$ cat src/rtl/ubd_pkg.sv
// package for the uart baud divisor calculator
// holds widths, fsm state type and the prescaler code mapping; no dependencies

package ubd_pkg;

  localparam int unsigned BaudW    = 28;
  localparam int unsigned ClkW     = 32;
  localparam int unsigned WordW    = 16;
  localparam int unsigned CodeW    = 3;
  localparam int unsigned MsW      = 24;
  localparam int unsigned ErrW     = 32;
  localparam int unsigned DvdW     = 48;
  localparam int unsigned DvsW     = 32;
  localparam int unsigned IncLimitDef = 65535;
  localparam int unsigned MsPerSec = 1000;

  // prescaler codes
  localparam logic [CodeW-1:0] CodeDiv1 = 3'h5;
  localparam logic [CodeW-1:0] CodeDiv2 = 3'h4;
  localparam logic [CodeW-1:0] CodeDiv3 = 3'h3;
  localparam logic [CodeW-1:0] CodeDiv4 = 3'h2;
  localparam logic [CodeW-1:0] CodeDiv5 = 3'h1;
  localparam logic [CodeW-1:0] CodeDiv6 = 3'h0;
  localparam logic [CodeW-1:0] CodeDiv7 = 3'h6;

  typedef enum logic [4:0] {
    StIdle, StGcd1, StNum, StDen, StChk, StSclM, StSclN, StSclNum, StSclDen,
    StPre, StGcd2, StTnum, StTden, StMul, StAch, StMod, StMs, StDone
  } state_e;

  function automatic logic [CodeW-1:0] prescaler_code(input logic [2:0] d);
    logic [CodeW-1:0] c;
    c = CodeDiv1;
    case (d)
      3'd1: c = CodeDiv1;
      3'd2: c = CodeDiv2;
      3'd3: c = CodeDiv3;
      3'd4: c = CodeDiv4;
      3'd5: c = CodeDiv5;
      3'd6: c = CodeDiv6;
      3'd7: c = CodeDiv7;
      default: c = CodeDiv1;
    endcase
    return c;
  endfunction

endpackage

$ cat src/rtl/ubd_divider.sv
// restoring divider, one quotient bit per cycle
// depends on ubd_pkg for default widths

module ubd_divider #(
  parameter int unsigned DvdW = ubd_pkg::DvdW,
  parameter int unsigned DvsW = ubd_pkg::DvsW
) (
  input  logic            clk_i,
  input  logic            rst_ni,
  input  logic            start_i,
  input  logic [DvdW-1:0] dividend_i,
  input  logic [DvsW-1:0] divisor_i,
  output logic            done_o,
  output logic [DvdW-1:0] quotient_o,
  output logic [DvsW-1:0] remainder_o
);

  localparam int unsigned CntW = $clog2(DvdW + 1);

  logic [DvdW-1:0] quo_q, quo_d;
  logic [DvsW-1:0] rem_q, rem_d, dvs_q, dvs_d;
  logic [CntW-1:0] cnt_q, cnt_d;
  logic            busy_q, busy_d, done_q, done_d;
  logic [DvsW:0]   rem_sh;
  logic [DvsW:0]   rem_sub;

  // one restoring step
  always_comb begin
    rem_sh  = {rem_q, quo_q[DvdW-1]};
    rem_sub = rem_sh - {1'b0, dvs_q};
    quo_d   = quo_q;
    rem_d   = rem_q;
    dvs_d   = dvs_q;
    cnt_d   = cnt_q;
    busy_d  = busy_q;
    done_d  = 1'b0;
    if (start_i) begin
      quo_d  = dividend_i;
      rem_d  = '0;
      dvs_d  = divisor_i;
      cnt_d  = CntW'(DvdW);
      busy_d = 1'b1;
    end else if (busy_q) begin
      if (!rem_sub[DvsW]) begin
        rem_d = rem_sub[DvsW-1:0];
        quo_d = {quo_q[DvdW-2:0], 1'b1};
      end else begin
        rem_d = rem_sh[DvsW-1:0];
        quo_d = {quo_q[DvdW-2:0], 1'b0};
      end
      cnt_d = cnt_q - 1'b1;
      if (cnt_q == CntW'(1)) begin
        busy_d = 1'b0;
        done_d = 1'b1;
      end
    end
  end

  // control state
  always_ff @(posedge clk_i or negedge rst_ni) begin
    if (!rst_ni) begin
      busy_q <= 1'b0;
      done_q <= 1'b0;
      cnt_q  <= '0;
    end else begin
      busy_q <= busy_d;
      done_q <= done_d;
      cnt_q  <= cnt_d;
    end
  end

  // datapath
  always_ff @(posedge clk_i) begin
    quo_q <= quo_d;
    rem_q <= rem_d;
    dvs_q <= dvs_d;
  end

  assign done_o      = done_q;
  assign quotient_o  = quo_q;
  assign remainder_o = rem_q;

endmodule

$ cat src/rtl/uart_baud_divisor_calc.sv
// top level of the uart fractional baud divisor calculator
// depends on ubd_pkg and ubd_divider
//
// usage: present baud_rate_i and clock_hz_i with in_valid_i; the item is taken
// when in_ready_o is high. in_ready_o is high only while the sequencer idles
// and no result item is waiting on the out channel.
// one result item follows on the out channel with the prescaler code, the
// increment and modulator words, the millisecond tick count and the baud error.
// a zero baud rate or clock is treated as one.
// every division goes through one shared 48-bit restoring divider; two euclid
// gcd runs use one division per remainder step. an item takes one division per
// gcd step of both runs plus 8 to 12 further divisions.
// if the receiver stalls, the result is held in the output registers and no new
// item is taken until it is delivered.
// reset clears the sequencer and the output valid; no clearing pass is needed.

module uart_baud_divisor_calc #(
  parameter int unsigned IncLimit = ubd_pkg::IncLimitDef
) (
  input  logic                        clk_i,
  input  logic                        rst_ni,
  input  logic                        in_valid_i,
  output logic                        in_ready_o,
  input  logic [ubd_pkg::BaudW-1:0]   baud_rate_i,
  input  logic [ubd_pkg::ClkW-1:0]    clock_hz_i,
  output logic                        out_valid_o,
  input  logic                        out_ready_i,
  output logic [ubd_pkg::CodeW-1:0]   ref_div_code_o,
  output logic [ubd_pkg::WordW-1:0]   increment_o,
  output logic [ubd_pkg::WordW-1:0]   modulator_o,
  output logic [ubd_pkg::MsW-1:0]     one_ms_o,
  output logic [ubd_pkg::ErrW-1:0]    baud_error_o
);

  localparam int unsigned BW = ubd_pkg::BaudW;
  localparam int unsigned CW = ubd_pkg::ClkW;
  localparam int unsigned DvdW = ubd_pkg::DvdW;
  localparam int unsigned DvsW = ubd_pkg::DvsW;
  localparam logic [CW-1:0] Lim  = CW'(IncLimit);
  localparam logic [CW-1:0] Lim7 = CW'(IncLimit * 7);

  ubd_pkg::state_e state_q, state_d;

  logic [BW-1:0]   baud_q;
  logic [CW-1:0]   clk_q, a_q, b_q, num_q, den_q, m_q, tnum_q, tden_q;
  logic [2:0]      d_q;
  logic [DvdW-1:0] prod_q;
  logic            launched_q;
  logic            out_valid_q;
  logic [ubd_pkg::CodeW-1:0] code_q;
  logic [ubd_pkg::WordW-1:0] inc_q, mod_q;
  logic [ubd_pkg::MsW-1:0]   ms_q;
  logic [ubd_pkg::ErrW-1:0]  err_q;

  logic            div_start, div_done, is_div_state, gcd_skip;
  logic [DvdW-1:0] div_dvd, div_q;
  logic [DvsW-1:0] div_dvs, div_r;
  logic [CW-1:0]   q32, n_plus, s_val;
  logic [DvdW-1:0] diff;
  logic            accept, deliver;

  assign accept  = in_valid_i && in_ready_o;
  assign deliver = (state_q == ubd_pkg::StDone) && (!out_valid_q || out_ready_i);
  assign q32     = div_q[CW-1:0];
  assign n_plus  = q32 + 1'b1;
  assign s_val   = (m_q > n_plus) ? m_q : n_plus;
  assign gcd_skip = (b_q == '0);

  // next state
  always_comb begin
    state_d = state_q;
    unique case (state_q)
      ubd_pkg::StIdle:   if (accept) state_d = ubd_pkg::StGcd1;
      ubd_pkg::StGcd1:   if (gcd_skip) state_d = ubd_pkg::StNum;
      ubd_pkg::StNum:    if (div_done) state_d = ubd_pkg::StDen;
      ubd_pkg::StDen:    if (div_done) state_d = ubd_pkg::StChk;
      ubd_pkg::StChk: begin
        if (num_q > Lim7 || den_q > Lim) state_d = ubd_pkg::StSclM;
        else state_d = ubd_pkg::StPre;
      end
      ubd_pkg::StSclM:   if (div_done) state_d = ubd_pkg::StSclN;
      ubd_pkg::StSclN:   if (div_done) state_d = ubd_pkg::StSclNum;
      ubd_pkg::StSclNum: if (div_done) state_d = ubd_pkg::StSclDen;
      ubd_pkg::StSclDen: if (div_done) state_d = ubd_pkg::StPre;
      ubd_pkg::StPre:    if (div_done) state_d = ubd_pkg::StGcd2;
      ubd_pkg::StGcd2:   if (gcd_skip) state_d = ubd_pkg::StTnum;
      ubd_pkg::StTnum:   if (div_done) state_d = ubd_pkg::StTden;
      ubd_pkg::StTden:   if (div_done) state_d = ubd_pkg::StMul;
      ubd_pkg::StMul:    state_d = ubd_pkg::StAch;
      ubd_pkg::StAch:    if (div_done) state_d = ubd_pkg::StMod;
      ubd_pkg::StMod:    if (div_done) state_d = ubd_pkg::StMs;
      ubd_pkg::StMs:     if (div_done) state_d = ubd_pkg::StDone;
      ubd_pkg::StDone:   if (deliver) state_d = ubd_pkg::StIdle;
      default:           state_d = ubd_pkg::StIdle;
    endcase
  end

  // divider operand selection
  always_comb begin
    div_dvd      = '0;
    div_dvs      = a_q;
    is_div_state = 1'b1;
    unique case (state_q)
      ubd_pkg::StGcd1, ubd_pkg::StGcd2: begin
        div_dvd      = DvdW'(a_q);
        div_dvs      = b_q;
        is_div_state = !gcd_skip;
      end
      ubd_pkg::StNum, ubd_pkg::StTnum: div_dvd = DvdW'(clk_q);
      ubd_pkg::StDen:    div_dvd = DvdW'({baud_q, 4'b0000});
      ubd_pkg::StTden:   div_dvd = DvdW'({num_q[CW-5:0], 4'b0000});
      ubd_pkg::StSclM: begin
        div_dvd = DvdW'(num_q - 1'b1);
        div_dvs = Lim7;
      end
      ubd_pkg::StSclN: begin
        div_dvd = DvdW'(den_q - 1'b1);
        div_dvs = Lim;
      end
      ubd_pkg::StSclNum: begin
        div_dvd = DvdW'(num_q);
        div_dvs = m_q;
      end
      ubd_pkg::StSclDen: begin
        div_dvd = DvdW'(den_q);
        div_dvs = m_q;
      end
      ubd_pkg::StPre: begin
        div_dvd = DvdW'(num_q - 1'b1);
        div_dvs = Lim;
      end
      ubd_pkg::StAch: begin
        div_dvd = prod_q;
        div_dvs = tden_q;
      end
      ubd_pkg::StMod: begin
        div_dvd = DvdW'(num_q);
        div_dvs = DvsW'(d_q);
      end
      ubd_pkg::StMs: begin
        div_dvd = DvdW'(clk_q);
        div_dvs = DvsW'(d_q) * DvsW'(ubd_pkg::MsPerSec);
      end
      default: is_div_state = 1'b0;
    endcase
    div_start = is_div_state && !launched_q;
  end

  ubd_divider #(
    .DvdW(DvdW),
    .DvsW(DvsW)
  ) u_div (
    .clk_i      (clk_i),
    .rst_ni     (rst_ni),
    .start_i    (div_start),
    .dividend_i (div_dvd),
    .divisor_i  (div_dvs),
    .done_o     (div_done),
    .quotient_o (div_q),
    .remainder_o(div_r)
  );

  // control state
  always_ff @(posedge clk_i or negedge rst_ni) begin
    if (!rst_ni) begin
      state_q     <= ubd_pkg::StIdle;
      launched_q  <= 1'b0;
      out_valid_q <= 1'b0;
    end else begin
      state_q <= state_d;
      if (div_start) launched_q <= 1'b1;
      else if (div_done) launched_q <= 1'b0;
      if (deliver) out_valid_q <= 1'b1;
      else if (out_ready_i) out_valid_q <= 1'b0;
    end
  end

  // datapath registers
  assign diff = (div_q >= DvdW'(baud_q)) ? div_q - DvdW'(baud_q) : DvdW'(baud_q) - div_q;

  always_ff @(posedge clk_i) begin
    if (accept) begin
      baud_q <= (baud_rate_i == '0) ? BW'(1) : baud_rate_i;
      clk_q  <= (clock_hz_i == '0) ? CW'(1) : clock_hz_i;
      a_q    <= (clock_hz_i == '0) ? CW'(1) : clock_hz_i;
      b_q    <= {((baud_rate_i == '0) ? BW'(1) : baud_rate_i), 4'b0000};
    end
    if (state_q == ubd_pkg::StMul) prod_q <= DvdW'(tnum_q) * DvdW'(den_q[15:0]);
    if (div_done) begin
      unique case (state_q)
        ubd_pkg::StGcd1, ubd_pkg::StGcd2: begin
          a_q <= b_q;
          b_q <= div_r;
        end
        ubd_pkg::StNum:    num_q <= q32;
        ubd_pkg::StDen:    den_q <= q32;
        ubd_pkg::StSclM:   m_q <= n_plus;
        ubd_pkg::StSclN:   m_q <= s_val;
        ubd_pkg::StSclNum: num_q <= (q32 == '0) ? CW'(1) : q32;
        ubd_pkg::StSclDen: den_q <= (q32 == '0) ? CW'(1) : q32;
        ubd_pkg::StPre: begin
          d_q <= n_plus[2:0];
          a_q <= clk_q;
          b_q <= {num_q[CW-5:0], 4'b0000};
        end
        ubd_pkg::StTnum:   tnum_q <= q32;
        ubd_pkg::StTden:   tden_q <= q32;
        ubd_pkg::StAch:    err_q <= (diff[DvdW-1:ubd_pkg::ErrW] != '0) ? '1
                                     : diff[ubd_pkg::ErrW-1:0];
        ubd_pkg::StMod:    mod_q <= q32[ubd_pkg::WordW-1:0] - 1'b1;
        ubd_pkg::StMs:     ms_q <= q32[ubd_pkg::MsW-1:0];
        default: ;
      endcase
    end
    if (deliver) begin
      code_q <= ubd_pkg::prescaler_code(d_q);
      inc_q  <= den_q[ubd_pkg::WordW-1:0] - 1'b1;
    end
  end

  // take a new item only when idle and the last result has left
  assign in_ready_o     = (state_q == ubd_pkg::StIdle) && !out_valid_q;
  assign out_valid_o    = out_valid_q;
  assign ref_div_code_o = code_q;
  assign increment_o    = inc_q;
  assign modulator_o    = mod_q;
  assign one_ms_o       = ms_q;
  assign baud_error_o   = err_q;

endmodule
$ cat config.mk
export PLATFORM = sky130hd
export DESIGN_NAME = uart_baud_divisor_calc
export DESIGN_NICKNAME = d
export VERILOG_FILES = /design/src/rtl/ubd_pkg.sv /design/src/rtl/ubd_divider.sv /design/src/rtl/uart_baud_divisor_calc.sv
export SDC_FILE = /design/constraint.sdc
export NUM_CORES = 2
export LEC_CHECK = 0
export BUFFER_PORTS_ARGS = -buffer_cell sky130_fd_sc_hd__buf_2
export CAP_MARGIN = 20
export CELL_PAD_IN_SITES_DETAIL_PLACEMENT = 1
export CELL_PAD_IN_SITES_GLOBAL_PLACEMENT = 2
export CORE_MARGIN = 2
export CORE_UTILIZATION = 45
export DETAILED_ROUTE_END_ITERATION = 10
export PLACE_DENSITY_LB_ADDON = 0.1
export SETUP_SLACK_MARGIN = 0.2
export SKIP_LAST_GASP = 1
export SYNTH_ARGS = -nofsm -noshare
export SYNTH_HDL_FRONTEND = slang
export SYNTH_SLANG_ARGS = --single-unit
$ cat constraint.sdc
create_clock -name clk_i -period 12.12 [get_ports clk_i]
set_input_delay 0.606 -clock clk_i [delete_from_list [all_inputs] [get_ports clk_i]]
set_output_delay 0.606 -clock clk_i [all_outputs]
set_load 0.05 [all_outputs]
# After elaboration in Yosys (flattened, before gate mapping)
# Index checks and enable logic that the tools add are counted.
# totals
reg_bits	553
in_bits	64
wordCells	171
# classes
add_sub_neg	9
n_mul	2
n_lt_le_gt_ge	4
eq_ne	41
mux	52
n_reduce_logical	38
# ops
op	count
case mux 48 bit (9 select lines)	1
case mux 32 bit (2 select lines)	5
two-way mux 32 bit	8
case mux 32 bit (7 select lines)	1
two-way mux 48 bit	3
logical NOT 32 bit	3
case mux 5 bit (18 select lines)	1
two-way mux 5 bit	16
subtractor 32 x 1 -> 33 bit, second input constant	2
>= comparator 48 x 28 -> 1 bit	1
multiplier 32 x 16 -> 48 bit	1
subtractor 28 x 48 -> 48 bit	1
subtractor 48 x 28 -> 48 bit	1
equality test 5 x 4 -> 1 bit, second input constant	8
subtractor 33 x 32 -> 33 bit	1
adder 32 x 1 -> 32 bit, second input constant	1
greater-than comparator 32 x 16 -> 1 bit, second input constant	1
greater-than comparator 32 x 19 -> 1 bit, second input constant	1
greater-than comparator 32 bit	1
subtractor 16 x 1 -> 16 bit, second input constant	2
logical NOT 28 bit	1
two-way mux 28 bit	1
inequality test 2 x 1 -> 1 bit, second input constant	12
equality test 5 x 3 -> 1 bit, second input constant	4
26 further kinds	69

# Depth between registers and ports, before layout
# depth
ltp_word	6
ltp_mapped	26
mapped_depth_nobuf	23

# Hierarchy
# From an unflattened synthesis, not the netlist that was laid out.
# unflattened
cells_unflattened	4867
hier_area_um2	47181.5
# by_module_without_submodules
module	instances	cells_per_inst	area_each_um2
uart_baud_divisor_calc	1	4267	40610.2
ubd_divider	1	600	6571.3

# Least setup slack after synthesis
# Ideal clock, no wire load.
# synth_path
path_type	register to register
start	register den_q[2]
end	register prod_q[45], data pin
setup_ns	0.195
t_arrival_ns	6.222
required_time_ns	11.925
setup_slack_ns	5.703
path_stages_with_launch	23
path_buffers	2
period_less_slack_ns	6.417
cell_sequence	edfxtp_1 > clkbuf_1 > clkbuf_1 > nand2_1 > fa_1 > fa_1 > fa_1 > inv_1 > fa_1 > fa_1 > inv_1 > fa_1 > inv_1 > ha_1 > a211oi_1 > nor2_1 > o41ai_1 > o211ai_1 > o21ai_0 > nor3_1 > a211oi_1 > nand2b_1 > o311ai_0
# synth_between
elab_chain_cells	1
# synth_rtl
item	line	text
from (decl)	uart_baud_divisor_calc.sv:45	logic [CW-1:0] clk_q, a_q, b_q, num_q, den_q, m_q, tnum_q, tden_q;
from (signal assigned)	uart_baud_divisor_calc.sv:196	ubd_pkg::StDen: den_q <= q32;
from (signal assigned)	uart_baud_divisor_calc.sv:200	ubd_pkg::StSclDen: den_q <= (q32 == '0) ? CW'(1) : q32;
multiplier 32 x 16 -> 48 bit	uart_baud_divisor_calc.sv:188	if (state_q == ubd_pkg::StMul) prod_q <= DvdW'(tnum_q) * DvdW'(den_q[15:0]);
to (signal assigned)	uart_baud_divisor_calc.sv:188	
to (decl)	uart_baud_divisor_calc.sv:47	logic [DvdW-1:0] prod_q;
# Every way passes these cells.
# A chain may end at the register's enable or synchronous reset.

# Final worst setup path
# layout_path
start	register den_q[1]
end	register prod_q[44], data pin
# The elaborated chain is that of the path after synthesis.

==> metrics.txt <==
Setup Crit Path Kind flip-flop to flip-flop; post-synthesis cell count 4,841; Worst path max stage delay 0.84 ns; clock-pin slew on the worst setup and hold paths 0.06 ns; Ys Warns 0; Reg power frac 0.322; most frequent cells in the layout inv_1, nand2_1, edfxtp_1; worst-skew pair later-pin latency 0.63 ns; Netlist cell types 92; fill count 11,495; Fin. Hold Viols 0; max cap viols 0; hold buffers post-CTS 1; Num CTS Buffers 67; TritonRoute pass-1 iters 9; required time of the worst setup path 12.46 ns; Final Skew 0.0345 ns; Crit-path slowest cell edfxtp_1; Tcrit/Tclk final 0.620; CP arrival 7.86 ns; Die H 326 um; EDFF count, synth 442; Initial DRC Count 4,611; Static Leak 21.1 nW; sequential share of the synthesized area 0.333; min Tclk post-route 7.52 ns; CTS Root Cell clkbuf_16; initial core utilization 0.453; dpl ws 4.63 ns; NetSw 4.60 mW; vias per cell 6.03; first-pass GRT wire length 260,000 um; final wirelength 175,000 um; Post-Synthesis Cell Area 0.0468 mm2; clk sinks 553; count of input and output buffers 156; CTS tree done; antenna viol nets, final 0; total I/O pin count 157; Resized cells post-CTS 0; largest net degree at the start of global routing 163; number of synthesized register bits 553; Fin Setup TNS 0 ns; Longest Clk Path Bufs 3; Detailed Place HPWL 131,000 um; GRT Overall Usage 0.327; Total Nets Final 5,499; via count 37,309; multi-input combinational cell area 0.0276 mm2; outcome complete, no violations; Most used DFF post-synth edfxtp_1; synthesized area per cell 9.67 um2; fin. max-slew vios 0; ys async rst share 0.0271; htree depth 3; Worst VDD drop 0.000159 V; critical-path cell list buf_4, nand2_1, fa_1, fa_1, fa_1, inv_1, fa_1, fa_1, inv_1, fa_1, inv_1, ha_1, a21oi_1, o21ai_0, a2111oi_0, a2111oi_1, buf_4, o21ai_0, nand3_1, nand3_1, nand2b_1, a21oi_1, xnor2_1; worst min path class input port to flip-flop; final core occ 0.491; Sequential Area 0.0156 mm2; Power Density 198 mW/mm2; Setup Buffers After CTS 0; setup slack after layout 4.60 ns; Slew HR 0.242; routability congestion estimate 1.00; number of remaining DRC errors 0; syn_nets 5,589; Setup crit end kind flip-flop; Sw Share 0.459; initial antenna violation count 5; layout cells sized above 1 0.0910; maximum clock frequency 0.133 GHz; most frequent CP cell fa_1; Comb pwr share 0.473; clock power share 0.205; area grow syn2layout 8.38%; full die area 0.107 mm2; Die Wd 326 um; Int Pwr 5.42 mW; number of global-route vias before repair 38,757; # setup viols final 0; most common cell after layout, fill and taps aside inv_1; CP max FO 19; RSZ-0062 raised after global routing false; startpoint types flip-flop; gr ovfl total 0; # rows 118; Tightest Pin Transition 1.13 ns; post-detailed-route wirelength per cell 28.3 um; Core ar. 0.103 mm2
==> layer usage <==
layer / part of all wire / wire (um) / global-route usage / vias up
met5: 0.00015 / 27 / 0 / -
met4: 0.044 / 7660 / 0.133 / 4
met3: 0.080 / 14100 / 0.0471 / 268
met2: 0.45 / 79700 / 0.522 / 1568
met1: 0.42 / 73700 / 0.450 / 19161
li1: - / - / - / 16308
==> cells in the mapped netlist (all sizes together), types with 7 or more instances <==
library cell,instances,share of area
nand2,590,0.047
and3,16,0.0021
o211ai,26,0.0042
nand2b,32,0.0043
o2111ai,19,0.0036
nor2b,31,0.0041
edfxtp,442,0.28
nor4,73,0.011
a31oi,39,0.0052
or2,10,0.0013
nor3,73,0.0085
a21o,57,0.0091
o31ai,12,0.0020
nand4,49,0.0069
a2111oi,7,0.0017
o21a,22,0.0035
inv,589,0.047
nor4b,7,0.0016
mux2i,30,0.0064
or3,17,0.0023
fa,425,0.18
buf,57,0.0068
a21oi,247,0.026
a41oi,9,0.0017
or4,8,0.0014
dfxtp,96,0.041
nor2,264,0.021
and2,227,0.030
xor2,76,0.014
clkbuf,344,0.028
nand3,96,0.013
a211oi,37,0.0059
xnor2,132,0.025
nand3b,10,0.0016
a222oi,140,0.030
dfrtp,15,0.0080
ha,259,0.069
nor3b,10,0.0016
a22oi,10,0.0016
o21bai,23,0.0038
a221oi,26,0.0049
o21ai,113,0.012
==> final timing paths <==
check	depth (start not counted)	slack (ns)	endpoint	start
max in group asynchronous	2	11.31	u_div.busy_q	rst_ni
hold / removal	2	0.19	out_valid_o	out_ready_i
min in group asynchronous	2	0.49	state_q[2]	rst_ni
setup reg to reg	23	4.60	prod_q[44]	den_q[1]
setup / recovery	23	4.60	prod_q[44]	den_q[1]
hold reg to reg	2	0.47	a_q[15]	a_q[15]
==> power by group through the flow <==
stage / combinational, mW / sequential, mW / clock (mW)
after floorplan: 3.16 / 2.97 / 0
after global placement: 4.58 / 3.23 / 0
after detailed placement: 4.63 / 3.23 / 0
after CTS: 4.67 / 3.20 / 2.09
after global routing: 5.12 / 3.25 / 2.16
final: 4.74 / 3.23 / 2.06
==> metrics by stage <==
stage	cells	cell area [um2]	power (mW)	hold slack (ns)
3_5_place_dp	6059	48500	7.86	0.455
4_1_cts	6180	50700	9.95	0.157
2_1_floorplan	4841	46800	6.13	0.310
6_report	6187	50700	10.0	0.189
5_1_grt	6182	50700	10.5	0.197
3_3_place_gp	6059	48500	7.81	0.451
==> worst max-delay path: cells and delay by family, from the launching register on <==
| kind | cells | cell delay [ns] |
|---|---|---|
| flip-flops | 1 | 0.84 |
| XOR/XNOR | 1 | 0.09 |
| AO/OA/AOI/OAI | 6 | 1.63 |
| adder cells (fa/ha/maj) | 7 | 3.39 |
| AND/OR/NAND/NOR | 4 | 0.52 |
| buffers and inverters | 5 | 0.74 |
==> layout make-up <==
cell class / instances / area share
clock inverters: 32 / 0.00639
clock buffers: 88 / 0.0366
inverters: 590 / 0.0437
flip-flops and latches: 553 / 0.307
multi-input cells: 3297 / 0.543
well taps: 1380 / 0.0340
diodes: 5 / 0.000247
repair buffers: 242 / 0.0286
==> cell families after synthesis <==
logic type / after synthesis / synth area share
AOI/OAI and AO/OA: 845 / 0.127
xor gates and xnor gates: 208 / 0.0389
adders and majority gates: 684 / 0.251
buffers and inverters: 991 / 0.0817
DFF: 553 / 0.333
muxes: 34 / 0.00738
and+or+nand+nor: 1526 / 0.161
Note: power is estimated with default switching activity, not from simulation.
